[config.mk]
export PLATFORM = sky130hd
export DESIGN_NAME = per_task_cycle_accounting_flat
export DESIGN_NICKNAME = d
export VERILOG_FILES = /design/src/ptca_pkg.sv /design/src/ptca_if.sv /design/src/ptca_front.sv /design/src/ptca_back.sv /design/src/per_task_cycle_accounting.sv /design/src/flat_wrapper.sv
export SDC_FILE = /design/constraint.sdc
export NUM_CORES = 2
export LEC_CHECK = 0
export ABC_CLOCK_PERIOD_IN_PS = 9400
export BUFFER_PORTS_ARGS = -buffer_cell sky130_fd_sc_hd__buf_2
export CAP_MARGIN = 20
export CELL_PAD_IN_SITES_DETAIL_PLACEMENT = 1
export CELL_PAD_IN_SITES_GLOBAL_PLACEMENT = 1
export CORE_AREA = 4 4 530 532
export DETAILED_ROUTE_END_ITERATION = 8
export DIE_AREA = 0 0 534 536
export HOLD_SLACK_MARGIN = 0.03
export PLACE_DENSITY = 0.69
export SLEW_MARGIN = 20
export SYNTH_ARGS = -nofsm -noshare
export SYNTH_HDL_FRONTEND = slang
export SYNTH_SLANG_ARGS = --single-unit
[constraint.sdc]
create_clock -name clk -period 9.4 [get_ports clk]
set_clock_uncertainty 0.2 [all_clocks]
set_input_delay 1.88 -clock clk [delete_from_list [all_inputs] [get_ports clk]]
set_output_delay 1.88 -clock clk [all_outputs]
set_load 0.05 [all_outputs]
[src/ptca_pkg.sv]
// Shared types and constants of the per-task cycle accounting block.
// Depends on nothing; ptca_front, ptca_back and the top level refer to it by scoped names.
`default_nettype none

package ptca_pkg;

    // Task table geometry.
    localparam int TABLE_ENTRIES = 32;
    localparam int IDX_W = (TABLE_ENTRIES > 1) ? $clog2(TABLE_ENTRIES) : 1;
    localparam logic [IDX_W-1:0] LAST_IDX = IDX_W'(TABLE_ENTRIES - 1);

    // Depth of the queue between the front and back parts (a power of two).
    localparam int QDEPTH = 2;
    localparam int QPTR_W = (QDEPTH > 1) ? $clog2(QDEPTH) : 1;

    // Event codes as they arrive on the mode field.
    localparam logic [2:0] MODE_RESET    = 3'd0;
    localparam logic [2:0] MODE_START    = 3'd1;
    localparam logic [2:0] MODE_STOP     = 3'd2;
    localparam logic [2:0] MODE_SWITCH   = 3'd3;
    localparam logic [2:0] MODE_SNAPSHOT = 3'd4;
    localparam logic [2:0] MODE_GET      = 3'd5;

    // Internal operation codes after classification.
    typedef logic [2:0] op_t;
    localparam op_t OP_NOP    = 3'd0;
    localparam op_t OP_RESET  = 3'd1;
    localparam op_t OP_START  = 3'd2;
    localparam op_t OP_STOP   = 3'd3;
    localparam op_t OP_SWITCH = 3'd4;
    localparam op_t OP_SNAP   = 3'd5;
    localparam op_t OP_GET    = 3'd6;

    // One classified event waiting in the queue.
    typedef struct packed {
        op_t                op;
        logic signed [15:0] task_id;
        logic [31:0]        time_now;
    } item_t;

    // Queue handshake between the front and back parts.
    typedef struct packed {
        logic valid;
        logic pop;
    } q_ctrl_t;

endpackage

`default_nettype wire

[src/ptca_if.sv]
// Channel interfaces of the per-task cycle accounting block: event input and result output.
// Depends on nothing.
`default_nettype none

interface ptca_evt_if;
    logic               valid;
    logic               ready;
    logic [2:0]         mode;
    logic signed [15:0] task_id;
    logic [31:0]        time_now;

    modport source (output valid, output mode, output task_id, output time_now, input ready);
    modport sink (input valid, input mode, input task_id, input time_now, output ready);
endinterface

interface ptca_res_if;
    logic        valid;
    logic        ready;
    logic        found;
    logic [63:0] task_cyc;
    logic [63:0] total_cyc;
    logic        table_overflow;

    modport source (output valid, output found, output task_cyc, output total_cyc,
                    output table_overflow, input ready);
    modport sink (input valid, input found, input task_cyc, input total_cyc,
                  input table_overflow, output ready);
endinterface

`default_nettype wire

[src/ptca_front.sv]
// Front part: accepts event transactions, classifies the mode and queues them.
// Depends on ptca_pkg and ptca_if.
`default_nettype none

module ptca_front (
    input  wire              clk,
    input  wire              rst_n,
    ptca_evt_if.sink         evt,
    output ptca_pkg::item_t  head,
    input  wire              pop,
    output logic             head_valid
);

    ptca_pkg::item_t           fifo_reg [ptca_pkg::QDEPTH];
    logic [ptca_pkg::QPTR_W-1:0] wr_ptr_reg;
    logic [ptca_pkg::QPTR_W-1:0] rd_ptr_reg;
    logic [ptca_pkg::QPTR_W:0]   count_reg;
    ptca_pkg::item_t           classified;
    logic                      push;
    logic                      do_pop;

    // Map the external mode onto an internal operation.
    always_comb
    begin
        classified.task_id  = evt.task_id;
        classified.time_now = evt.time_now;
        case (evt.mode)
            ptca_pkg::MODE_RESET:    classified.op = ptca_pkg::OP_RESET;
            ptca_pkg::MODE_START:    classified.op = ptca_pkg::OP_START;
            ptca_pkg::MODE_STOP:     classified.op = ptca_pkg::OP_STOP;
            ptca_pkg::MODE_SWITCH:   classified.op = ptca_pkg::OP_SWITCH;
            ptca_pkg::MODE_SNAPSHOT: classified.op = ptca_pkg::OP_SNAP;
            ptca_pkg::MODE_GET:      classified.op = ptca_pkg::OP_GET;
            default:                 classified.op = ptca_pkg::OP_NOP;
        endcase
    end

    assign evt.ready  = (count_reg != (ptca_pkg::QPTR_W+1)'(ptca_pkg::QDEPTH));
    assign push       = evt.valid && evt.ready;
    assign head_valid = (count_reg != '0);
    assign do_pop     = pop && head_valid;
    assign head       = fifo_reg[rd_ptr_reg];

    // Queue storage.
    always_ff @(posedge clk)
    begin
        if (push)
        begin
            fifo_reg[wr_ptr_reg] <= classified;
        end
    end

    // Queue pointers and fill count.
    always_ff @(posedge clk or negedge rst_n)
    begin
        if (!rst_n)
        begin
            wr_ptr_reg <= '0;
            rd_ptr_reg <= '0;
            count_reg  <= '0;
        end
        else
        begin
            if (push)
            begin
                wr_ptr_reg <= wr_ptr_reg + 1'b1;
            end
            if (do_pop)
            begin
                rd_ptr_reg <= rd_ptr_reg + 1'b1;
            end
            if (push && !do_pop)
            begin
                count_reg <= count_reg + 1'b1;
            end
            else if (do_pop && !push)
            begin
                count_reg <= count_reg - 1'b1;
            end
        end
    end

endmodule

`default_nettype wire

[src/ptca_back.sv]
// Back part: executes one queued event at a time against the task table and drives results.
// Depends on ptca_pkg and ptca_if.
`default_nettype none

module ptca_back (
    input  wire              clk,
    input  wire              rst_n,
    input  ptca_pkg::item_t  head,
    input  wire              head_valid,
    output logic             pop,
    ptca_res_if.source       res
);

    localparam int IW = ptca_pkg::IDX_W;
    localparam int N  = ptca_pkg::TABLE_ENTRIES;

    localparam logic [2:0] S_IDLE    = 3'd0;
    localparam logic [2:0] S_EXEC    = 3'd1;
    localparam logic [2:0] S_FOLD_WR = 3'd2;
    localparam logic [2:0] S_SCAN    = 3'd3;
    localparam logic [2:0] S_GET_RD  = 3'd4;
    localparam logic [2:0] S_RESULT  = 3'd5;

    // Table memories; entries are meaningful only where the used bit is set.
    logic [15:0] task_mem [N];
    logic [63:0] cyc_mem [N];

    logic [2:0]      state_reg, state_next;
    ptca_pkg::item_t work_reg, work_next;
    logic [N-1:0]    used_reg, used_next;
    logic            cur_valid_reg, cur_valid_next;
    logic [IW-1:0]   cur_slot_reg, cur_slot_next;
    logic [31:0]     last_time_reg, last_time_next;
    logic [63:0]     grand_reg, grand_next;
    logic            time_ready_reg, time_ready_next;
    logic            overflow_reg, overflow_next;
    logic [31:0]     delta_reg, delta_next;
    logic            slot_fold_reg, slot_fold_next;
    logic [IW-1:0]   scan_idx_reg, scan_idx_next;
    logic            issue_done_reg, issue_done_next;
    logic [IW-1:0]   cmp_idx_reg;
    logic            cmp_vld_reg;
    logic            free_found_reg, free_found_next;
    logic [IW-1:0]   free_idx_reg, free_idx_next;
    logic            found_reg, found_next;
    logic [63:0]     task_cyc_reg, task_cyc_next;
    logic [15:0]     task_rd_reg;
    logic [63:0]     cyc_rd_reg;
    logic            out_valid_reg, out_valid_next;
    logic            out_found_reg;
    logic [63:0]     out_task_cyc_reg;
    logic [63:0]     out_total_reg;
    logic            out_overflow_reg;
    logic            out_load;

    logic            task_we;
    logic [IW-1:0]   task_waddr;
    logic            cyc_we;
    logic [IW-1:0]   cyc_waddr;
    logic [63:0]     cyc_wdata;
    logic [IW-1:0]   cyc_raddr;

    logic [31:0]     delta;
    logic            negative;
    logic            cmp_used;
    logic            cmp_hit;
    logic            cmp_free_here;
    logic            cmp_last;
    logic            alloc_ok;
    logic [IW-1:0]   alloc_idx;

    assign delta         = work_reg.time_now - last_time_reg;
    assign negative      = work_reg.task_id[15];
    assign cmp_used      = used_reg[cmp_idx_reg];
    assign cmp_hit       = cmp_vld_reg && cmp_used && (task_rd_reg == $unsigned(work_reg.task_id));
    assign cmp_free_here = cmp_vld_reg && !cmp_used;
    assign cmp_last      = cmp_vld_reg && (cmp_idx_reg == ptca_pkg::LAST_IDX);
    assign alloc_ok      = free_found_reg || cmp_free_here;
    assign alloc_idx     = free_found_reg ? free_idx_reg : cmp_idx_reg;
    assign cyc_raddr     = (state_reg == S_SCAN) ? cmp_idx_reg : cur_slot_reg;

    // Table memories: one write port and one registered read port each.
    always_ff @(posedge clk)
    begin
        if (task_we)
        begin
            task_mem[task_waddr] <= $unsigned(work_reg.task_id);
        end
        task_rd_reg <= task_mem[scan_idx_reg];
    end

    always_ff @(posedge clk)
    begin
        if (cyc_we)
        begin
            cyc_mem[cyc_waddr] <= cyc_wdata;
        end
        cyc_rd_reg <= cyc_mem[cyc_raddr];
    end

    // Sequencer next-state logic.
    always_comb
    begin
        state_next       = state_reg;
        work_next        = work_reg;
        used_next        = used_reg;
        cur_valid_next   = cur_valid_reg;
        cur_slot_next    = cur_slot_reg;
        last_time_next   = last_time_reg;
        grand_next       = grand_reg;
        time_ready_next  = time_ready_reg;
        overflow_next    = overflow_reg;
        delta_next       = delta_reg;
        slot_fold_next   = slot_fold_reg;
        scan_idx_next    = scan_idx_reg;
        issue_done_next  = issue_done_reg;
        free_found_next  = free_found_reg;
        free_idx_next    = free_idx_reg;
        found_next       = found_reg;
        task_cyc_next    = task_cyc_reg;
        out_valid_next   = out_valid_reg && !res.ready;
        out_load         = 1'b0;
        pop              = 1'b0;
        task_we          = 1'b0;
        task_waddr       = cmp_idx_reg;
        cyc_we           = 1'b0;
        cyc_waddr        = cmp_idx_reg;
        cyc_wdata        = '0;

        case (state_reg)
            S_IDLE:
            begin
                if (head_valid)
                begin
                    pop        = 1'b1;
                    work_next  = head;
                    state_next = S_EXEC;
                end
            end

            S_EXEC:
            begin
                scan_idx_next    = '0;
                issue_done_next  = 1'b0;
                free_found_next  = 1'b0;
                found_next       = 1'b0;
                task_cyc_next    = '0;
                case (work_reg.op)
                    ptca_pkg::OP_RESET:
                    begin
                        // After clearing, the first slot is the one allocated, if the task id is non-negative.
                        used_next       = '0;
                        grand_next      = '0;
                        overflow_next   = 1'b0;
                        last_time_next  = work_reg.time_now;
                        time_ready_next = 1'b1;
                        cur_slot_next   = '0;
                        cur_valid_next  = !negative;
                        if (!negative)
                        begin
                            used_next[0] = 1'b1;
                            task_we      = 1'b1;
                            task_waddr   = '0;
                            cyc_we       = 1'b1;
                            cyc_waddr    = '0;
                        end
                        state_next = S_RESULT;
                    end
                    ptca_pkg::OP_START, ptca_pkg::OP_STOP, ptca_pkg::OP_GET:
                    begin
                        state_next = S_SCAN;
                    end
                    ptca_pkg::OP_SWITCH, ptca_pkg::OP_SNAP:
                    begin
                        // Fold; the current slot's count is read here and written next.
                        last_time_next  = work_reg.time_now;
                        time_ready_next = 1'b1;
                        delta_next      = delta;
                        slot_fold_next  = time_ready_reg && cur_valid_reg;
                        if (time_ready_reg)
                        begin
                            grand_next = grand_reg + {32'h0, delta};
                        end
                        state_next = S_FOLD_WR;
                    end
                    default:
                    begin
                        state_next = S_RESULT;
                    end
                endcase
            end

            S_FOLD_WR:
            begin
                if (slot_fold_reg)
                begin
                    cyc_we    = 1'b1;
                    cyc_waddr = cur_slot_reg;
                    cyc_wdata = cyc_rd_reg + {32'h0, delta_reg};
                end
                if (work_reg.op == ptca_pkg::OP_SNAP)
                begin
                    state_next = S_RESULT;
                end
                else if (negative)
                begin
                    cur_valid_next = 1'b0;
                    cur_slot_next  = '0;
                    state_next     = S_RESULT;
                end
                else
                begin
                    state_next = S_SCAN;
                end
            end

            S_SCAN:
            begin
                // Issue side: one table read per cycle.
                if (!issue_done_reg)
                begin
                    if (scan_idx_reg == ptca_pkg::LAST_IDX)
                    begin
                        issue_done_next = 1'b1;
                    end
                    else
                    begin
                        scan_idx_next = scan_idx_reg + 1'b1;
                    end
                end
                // Compare side: remember the lowest free slot.
                if (cmp_free_here && !free_found_reg)
                begin
                    free_found_next = 1'b1;
                    free_idx_next   = cmp_idx_reg;
                end
                if (cmp_hit || cmp_last)
                begin
                    state_next = S_RESULT;
                    case (work_reg.op)
                        ptca_pkg::OP_START, ptca_pkg::OP_SWITCH:
                        begin
                            if (cmp_hit)
                            begin
                                if (work_reg.op == ptca_pkg::OP_START)
                                begin
                                    cyc_we = 1'b1;
                                end
                                cur_valid_next = (work_reg.op == ptca_pkg::OP_SWITCH)
                                                 ? 1'b1 : cur_valid_reg;
                                cur_slot_next  = (work_reg.op == ptca_pkg::OP_SWITCH)
                                                 ? cmp_idx_reg : cur_slot_reg;
                            end
                            else if (alloc_ok)
                            begin
                                used_next[alloc_idx] = 1'b1;
                                task_we              = 1'b1;
                                task_waddr           = alloc_idx;
                                cyc_we               = 1'b1;
                                cyc_waddr            = alloc_idx;
                                if (work_reg.op == ptca_pkg::OP_SWITCH)
                                begin
                                    cur_valid_next = 1'b1;
                                    cur_slot_next  = alloc_idx;
                                end
                            end
                            else
                            begin
                                overflow_next = 1'b1;
                                if (work_reg.op == ptca_pkg::OP_SWITCH)
                                begin
                                    cur_valid_next = 1'b0;
                                    cur_slot_next  = '0;
                                end
                            end
                        end
                        ptca_pkg::OP_STOP:
                        begin
                            if (cmp_hit)
                            begin
                                // The slot is freed; if it is the current slot, only the grand total is charged.
                                if (cur_valid_reg && (cur_slot_reg == cmp_idx_reg))
                                begin
                                    last_time_next  = work_reg.time_now;
                                    time_ready_next = 1'b1;
                                    if (time_ready_reg)
                                    begin
                                        grand_next = grand_reg + {32'h0, delta};
                                    end
                                    cur_valid_next = 1'b0;
                                    cur_slot_next  = '0;
                                end
                                used_next[cmp_idx_reg] = 1'b0;
                            end
                        end
                        ptca_pkg::OP_GET:
                        begin
                            if (cmp_hit)
                            begin
                                found_next = 1'b1;
                                state_next = S_GET_RD;
                            end
                        end
                        default:
                        begin
                        end
                    endcase
                end
            end

            S_GET_RD:
            begin
                task_cyc_next = cyc_rd_reg;
                state_next    = S_RESULT;
            end

            S_RESULT:
            begin
                if (!out_valid_reg || res.ready)
                begin
                    out_load       = 1'b1;
                    out_valid_next = 1'b1;
                    state_next     = S_IDLE;
                end
            end

            default:
            begin
                state_next = S_IDLE;
            end
        endcase
    end

    // Control state.
    always_ff @(posedge clk or negedge rst_n)
    begin
        if (!rst_n)
        begin
            state_reg      <= S_IDLE;
            used_reg       <= '0;
            cur_valid_reg  <= 1'b0;
            cur_slot_reg   <= '0;
            last_time_reg  <= '0;
            grand_reg      <= '0;
            time_ready_reg <= 1'b0;
            overflow_reg   <= 1'b0;
            scan_idx_reg   <= '0;
            issue_done_reg <= 1'b0;
            cmp_vld_reg    <= 1'b0;
            out_valid_reg  <= 1'b0;
        end
        else
        begin
            state_reg      <= state_next;
            used_reg       <= used_next;
            cur_valid_reg  <= cur_valid_next;
            cur_slot_reg   <= cur_slot_next;
            last_time_reg  <= last_time_next;
            grand_reg      <= grand_next;
            time_ready_reg <= time_ready_next;
            overflow_reg   <= overflow_next;
            scan_idx_reg   <= scan_idx_next;
            issue_done_reg <= issue_done_next;
            cmp_vld_reg    <= (state_reg == S_SCAN) && !issue_done_reg;
            out_valid_reg  <= out_valid_next;
        end
    end

    // Working payload registers.
    always_ff @(posedge clk)
    begin
        work_reg        <= work_next;
        delta_reg       <= delta_next;
        slot_fold_reg   <= slot_fold_next;
        cmp_idx_reg     <= scan_idx_reg;
        free_found_reg  <= free_found_next;
        free_idx_reg    <= free_idx_next;
        found_reg       <= found_next;
        task_cyc_reg    <= task_cyc_next;
        if (out_load)
        begin
            out_found_reg    <= found_reg;
            out_task_cyc_reg <= task_cyc_reg;
            out_total_reg    <= grand_reg;
            out_overflow_reg <= overflow_reg;
        end
    end

    assign res.valid          = out_valid_reg;
    assign res.found          = out_found_reg;
    assign res.task_cyc       = out_task_cyc_reg;
    assign res.total_cyc      = out_total_reg;
    assign res.table_overflow = out_overflow_reg;

endmodule

`default_nettype wire

[src/per_task_cycle_accounting.sv]
// Top level of the per-task cycle accounting block: front queue, back sequencer, checks.
// Depends on ptca_pkg, ptca_if, ptca_front and ptca_back.
`default_nettype none

// Keeps cycle counts for up to TABLE_ENTRIES tasks plus a running total. Each event
// transaction (reset, start, stop, switch, snapshot, get) returns exactly one result
// transaction carrying the lookup result of a get, the grand total and the sticky
// table-full flag. Events enter a two-entry queue and are executed one at a time by
// a sequencer that scans the task table one slot per cycle through the memory's read
// port. Start, stop, get and switch scan the table, ending early on a hit (a switch
// to a negative task id skips the scan); a switch first folds the elapsed time, and
// a get that hits then reads its count. Reset, snapshot and unused modes do not scan.
// The result sits in an output register, so the queue keeps accepting events while a
// result waits to be taken.
module per_task_cycle_accounting (
    input  wire        clk,
    input  wire        rst_n,
    ptca_evt_if.sink   evt,
    ptca_res_if.source res
);

    ptca_pkg::item_t q_head;
    ptca_pkg::q_ctrl_t q_ctrl;

    ptca_front u_front (
        .clk        (clk),
        .rst_n      (rst_n),
        .evt        (evt),
        .head       (q_head),
        .pop        (q_ctrl.pop),
        .head_valid (q_ctrl.valid)
    );

    ptca_back u_back (
        .clk        (clk),
        .rst_n      (rst_n),
        .head       (q_head),
        .head_valid (q_ctrl.valid),
        .pop        (q_ctrl.pop),
        .res        (res)
    );

    // The back part only takes an item from a non-empty queue.
    assert property (@(posedge clk) disable iff (!rst_n) q_ctrl.pop |-> q_ctrl.valid)
        else $error("queue popped while empty");

    // The back part leaves its idle state on each pop, so pops never come back to back.
    assert property (@(posedge clk) disable iff (!rst_n) q_ctrl.pop |=> !q_ctrl.pop)
        else $error("back part popped two items in consecutive cycles");

    // A pop is always followed by execution, never by an immediate result.
    assert property (@(posedge clk) disable iff (!rst_n)
        q_ctrl.pop && !res.valid |=> !res.valid)
        else $error("result appeared one cycle after a pop");

endmodule

`default_nettype wire
[src/flat_wrapper.sv]
// flat-port wrapper written by rule: the top's interface ports become plain ports
module per_task_cycle_accounting_flat 
  (clk, rst_n, evt_valid, evt_mode, evt_task_id, evt_time_now, evt_ready, res_valid, res_found, res_task_cyc, res_total_cyc, res_table_overflow, res_ready);
  ptca_evt_if evt_i ();
  ptca_res_if res_i ();
  input  wire clk;
  input  wire rst_n;
  input wire logic [$bits(evt_i.valid)-1:0] evt_valid;
  input wire logic [$bits(evt_i.mode)-1:0] evt_mode;
  input wire logic [$bits(evt_i.task_id)-1:0] evt_task_id;
  input wire logic [$bits(evt_i.time_now)-1:0] evt_time_now;
  output wire logic [$bits(evt_i.ready)-1:0] evt_ready;
  output wire logic [$bits(res_i.valid)-1:0] res_valid;
  output wire logic [$bits(res_i.found)-1:0] res_found;
  output wire logic [$bits(res_i.task_cyc)-1:0] res_task_cyc;
  output wire logic [$bits(res_i.total_cyc)-1:0] res_total_cyc;
  output wire logic [$bits(res_i.table_overflow)-1:0] res_table_overflow;
  input wire logic [$bits(res_i.ready)-1:0] res_ready;
  assign evt_i.valid = evt_valid;
  assign evt_i.mode = evt_mode;
  assign evt_i.task_id = evt_task_id;
  assign evt_i.time_now = evt_time_now;
  assign evt_ready = evt_i.ready;
  assign res_valid = res_i.valid;
  assign res_found = res_i.found;
  assign res_task_cyc = res_i.task_cyc;
  assign res_total_cyc = res_i.total_cyc;
  assign res_table_overflow = res_i.table_overflow;
  assign res_i.ready = res_ready;
  per_task_cycle_accounting u_core (.clk(clk), .rst_n(rst_n), .evt(evt_i), .res(res_i));
endmodule
==> impl_metrics.toml <==
[power_and_ir_drop]
p_sw_mw = 13.9
p_leak_nw = 48.7
swShare_pct = 32.3
p_total_mw = 43.1
vdd_drop_max_mv = 0.192
powerDensity_nw_per_um2 = 299
p_seq_share_pct = 42.0
clock_power_share_pct = 30.4
comb_power_share_pct = 27.7
p_int_mw = 29.2

[synth]
synth_fp_nets = 7150
synth_top_area_share_pct = 69.9
synth_edf_count = 2947
seq_area_frac_synth_pct = 74.2
synth_cells = 6994
synth_area_per_cell_um2 = 18.1
syn_area_um2 = 127000
synth.most_common_cell = "edfxtp_1"
ys_ff_latch = 3183
synthFlopType = "edfxtp_1"
synth_common_cells = "edfxtp_1 (2947), nand2_1 (781), mux4_2 (672)"
yosysTopAreaCell = "edfxtp_1"
synth_cell_types = 98
yosys_warnings = 0
ys_async_sr_fraction_pct = 4.74
synth_area_leaders = "edfxtp_1 (70%), mux4_2 (12%), dfrtp_1 (3.0%)"

[global_routing]
grt_max_degree = 145
first_global_vias = 72400
grt_pass1_wl_um = 511000
grt-ovfl-total = 0
antenna_found_initial = 9
grt_usage_pct = 24.2

[worst_setup_path]
cp_max_fo = 35
timing_worst_setup_path_type = "reg -> reg"
cp_data_required_time_ps = 9730
r2r_start = "u_core.u_back.work_reg[34]$_DFFE_PP_"
crit_arrival_ps = 6530
r2r_setup_slack_ps = 3210
endpoint_kind = "register"
startpoint_type = "register"
r2r-end = "u_core.u_back.cyc_mem[18][17]$_DFFE_PP_"
r2r_cells = 11

[cells_and_area]
utilization_pct = 52.2
register_area_um2 = 94000
nets = 7523
fin_cells = 11400
drive_gt1_share_pct = 23.5
layout-area-overhead-vs-synth_pct = 13.9
nFillCells = 25000
multi_input_area_um2 = 31700
largest_reg_flops = 2048

[drt]
routed_wl_um = 349000
via_per_inst = 6.10
drcViolationCount = 0
ant_nets = 0
vias = 69200
drtIter0Drc = 7866
wl_per_cell_um = 30.7
drtPass1Iterations = 5

[hold_path]
whs_path_depth = 0
hp-class = "reg -> reg"
hold_end = "u_core.u_back.res.task_cyc[20]$_DFFE_PP_"
hp-start = "u_core.u_back.task_cyc_reg[20]$_SDFFCE_PN0P_"

[clocking]
clkSinkCount = 3183
cts-hold-fix-buffers = 0
cts.clk_slew.worst_paths_ps = 60
clk_latency_ps = 930
clockRootBuffer = "clkbuf_16"
cts_resized = 0
tritoncts = "done"
postCtsSetupBuffers = 0
cts_buffers = 335
clk_path_buf_depth = 4
htree_num_levels = 5

[outcome]
status = "finished clean"

[timing]
final_max_slew_viol_count = 0
relSlewSlack_pct = 20.6
timing.hold.ws_ps = 207
max_freq_mhz = 162
fin_crit_ps = 6190
period_share_pct = 65.9
grt_setup_unrepaired = "false"
setup_violations = 0
worst_slew_pin_slew_ps = 1190
final_hold_viol_count = 0
worst_slack_ps = 3210

[placed_design]
placed_cells = 10700
gp_congestion = 0.853
numPortBuffers = 186
dpl.hpwl_um = 196000
pre_cts_slack_ps = 3240

[floorplan]
die_x_um = 534
initial_core_util_pct = 45.9
row_count = 193
core_area_um2 = 276000
die-height_um = 536
die-area_um2 = 286000
io_pins = 187

[job]
drv_cap = 0
layer usage:
| metal | global-route usage (%) | part of all wire, % | up-vias |
|---|---|---|---|
| met5 | 0 | 0 | - |
| met4 | 5.87 | 2.5 | 0 |
| met3 | 4.02 | 7.6 | 513 |
| met2 | 38.1 | 47 | 2967 |
| met1 | 35.6 | 43 | 37200 |
| li1 | - | - | 28600 |
through the flow:
step / instance area [um2] / TNS, ps
finish: 144000 / 0
global route: 144000 / 0
CTS: 144000 / 0
detailed placement: 133000 / 0
global placement: 133000 / 0
floorplan: 127000 / -111820
logic make-up (layout without fill, tap and decap cells):
family                   count (synthesis)  after routing  synth area share [%]
AO/OA/AOI/OAI                          673            673                  3.36
XOR/XNOR                               104            104                 0.720
adder cells (fa/ha/maj)                101            101                  1.02
buffers and inverters                  452           1106                  1.45
flip-flops                            3183           3183                  74.2
multiplexers                           805            805                  13.1
other                                    0              2                     0
AND/OR/NAND/NOR                       1676           1676                  6.13
cell usage in the layout (no fill, tap or decap), types with 51 or more instances in the layout:
cell / synthesis / routed
ha_1: 98 / 98
buf_4: 4 / 192
and2_1: 67 / 66
inv_1: 92 / 91
a21o_1: 60 / 59
o21ai_0: 232 / 230
clkbuf_1: 209 / 95
edfxtp_1: 2947 / 2947
nor2_1: 135 / 107
nand2b_1: 51 / 51
clkbuf_16: 0 / 341
dfxtp_1: 85 / 85
nand2_1: 781 / 781
a21oi_1: 154 / 148
nand3_1: 372 / 371
dfrtp_1: 151 / 145
buf_2: 83 / 185
clkinv_2: 0 / 64
mux4_2: 672 / 672
xnor2_1: 61 / 61
mux2_2: 73 / 73
worst max-delay path by stage:
| stage | endpoint | slack [ps] | cells past startpoint | from |
|---|---|---|---|---|
| after floorplan | u_core.u_back.cyc_mem[16][0]$_DFFE_PP_ | -200 | 9 | u_core.u_back.work_reg[46]$_DFFE_PP_ |
| after global placement | u_core.u_back.grand_reg[33]$_DFFE_PN0P_ | 3400 | 23 | u_core.u_back.work_reg[0]$_DFFE_PP_ |
| after detailed placement | u_core.u_back.cyc_mem[18][9]$_DFFE_PP_ | 3240 | 11 | u_core.u_back.work_reg[34]$_DFFE_PP_ |
| after CTS | u_core.u_back.grand_reg[58]$_DFFE_PN0P_ | 3190 | 21 | u_core.u_back.work_reg[0]$_DFFE_PP_ |
| after global routing | u_core.u_back.grand_reg[63]$_DFFE_PN0P_ | 2700 | 23 | u_core.u_back.work_reg[0]$_DFFE_PP_ |
| final | u_core.u_back.cyc_mem[18][17]$_DFFE_PP_ | 3210 | 11 | u_core.u_back.work_reg[34]$_DFFE_PP_ |
critical path, stage by stage (launching register included):
cell	delay, ps
edfxtp_1	980
xor2_1	230
nor4_1	460
nand2_1	310
or4_4	610
nor2_2	330
a211oi_1	230
a21oi_1	200
nand3_1	500
nor4_4	310
buf_4	690
buf_4	640
power groups by stage:
stage / registers (mW) / clock network, mW / logic, mW
floorplan: 18.4 / 0 / 7.89
global placement: 18.3 / 0 / 11.7
detailed placement: 18.4 / 0 / 11.9
CTS: 18.1 / 13.3 / 12.0
global route: 18.2 / 14.0 / 12.9
finish: 18.1 / 13.1 / 11.9
area by class of cell:
| class | instances | share of cell area, % |
|---|---|---|
| Antenna cell | 2 | 0.00347 |
| Clock buffer | 456 | 6.36 |
| Clock inverter | 162 | 1.17 |
| Inverter | 93 | 0.243 |
| Multi-Input combinational cell | 3359 | 22.0 |
| Sequential cell | 3183 | 65.2 |
| Tap cell | 3705 | 3.22 |
| Timing Repair Buffer | 395 | 1.87 |
No activity file was read; power rests on OpenSTA's default activity.
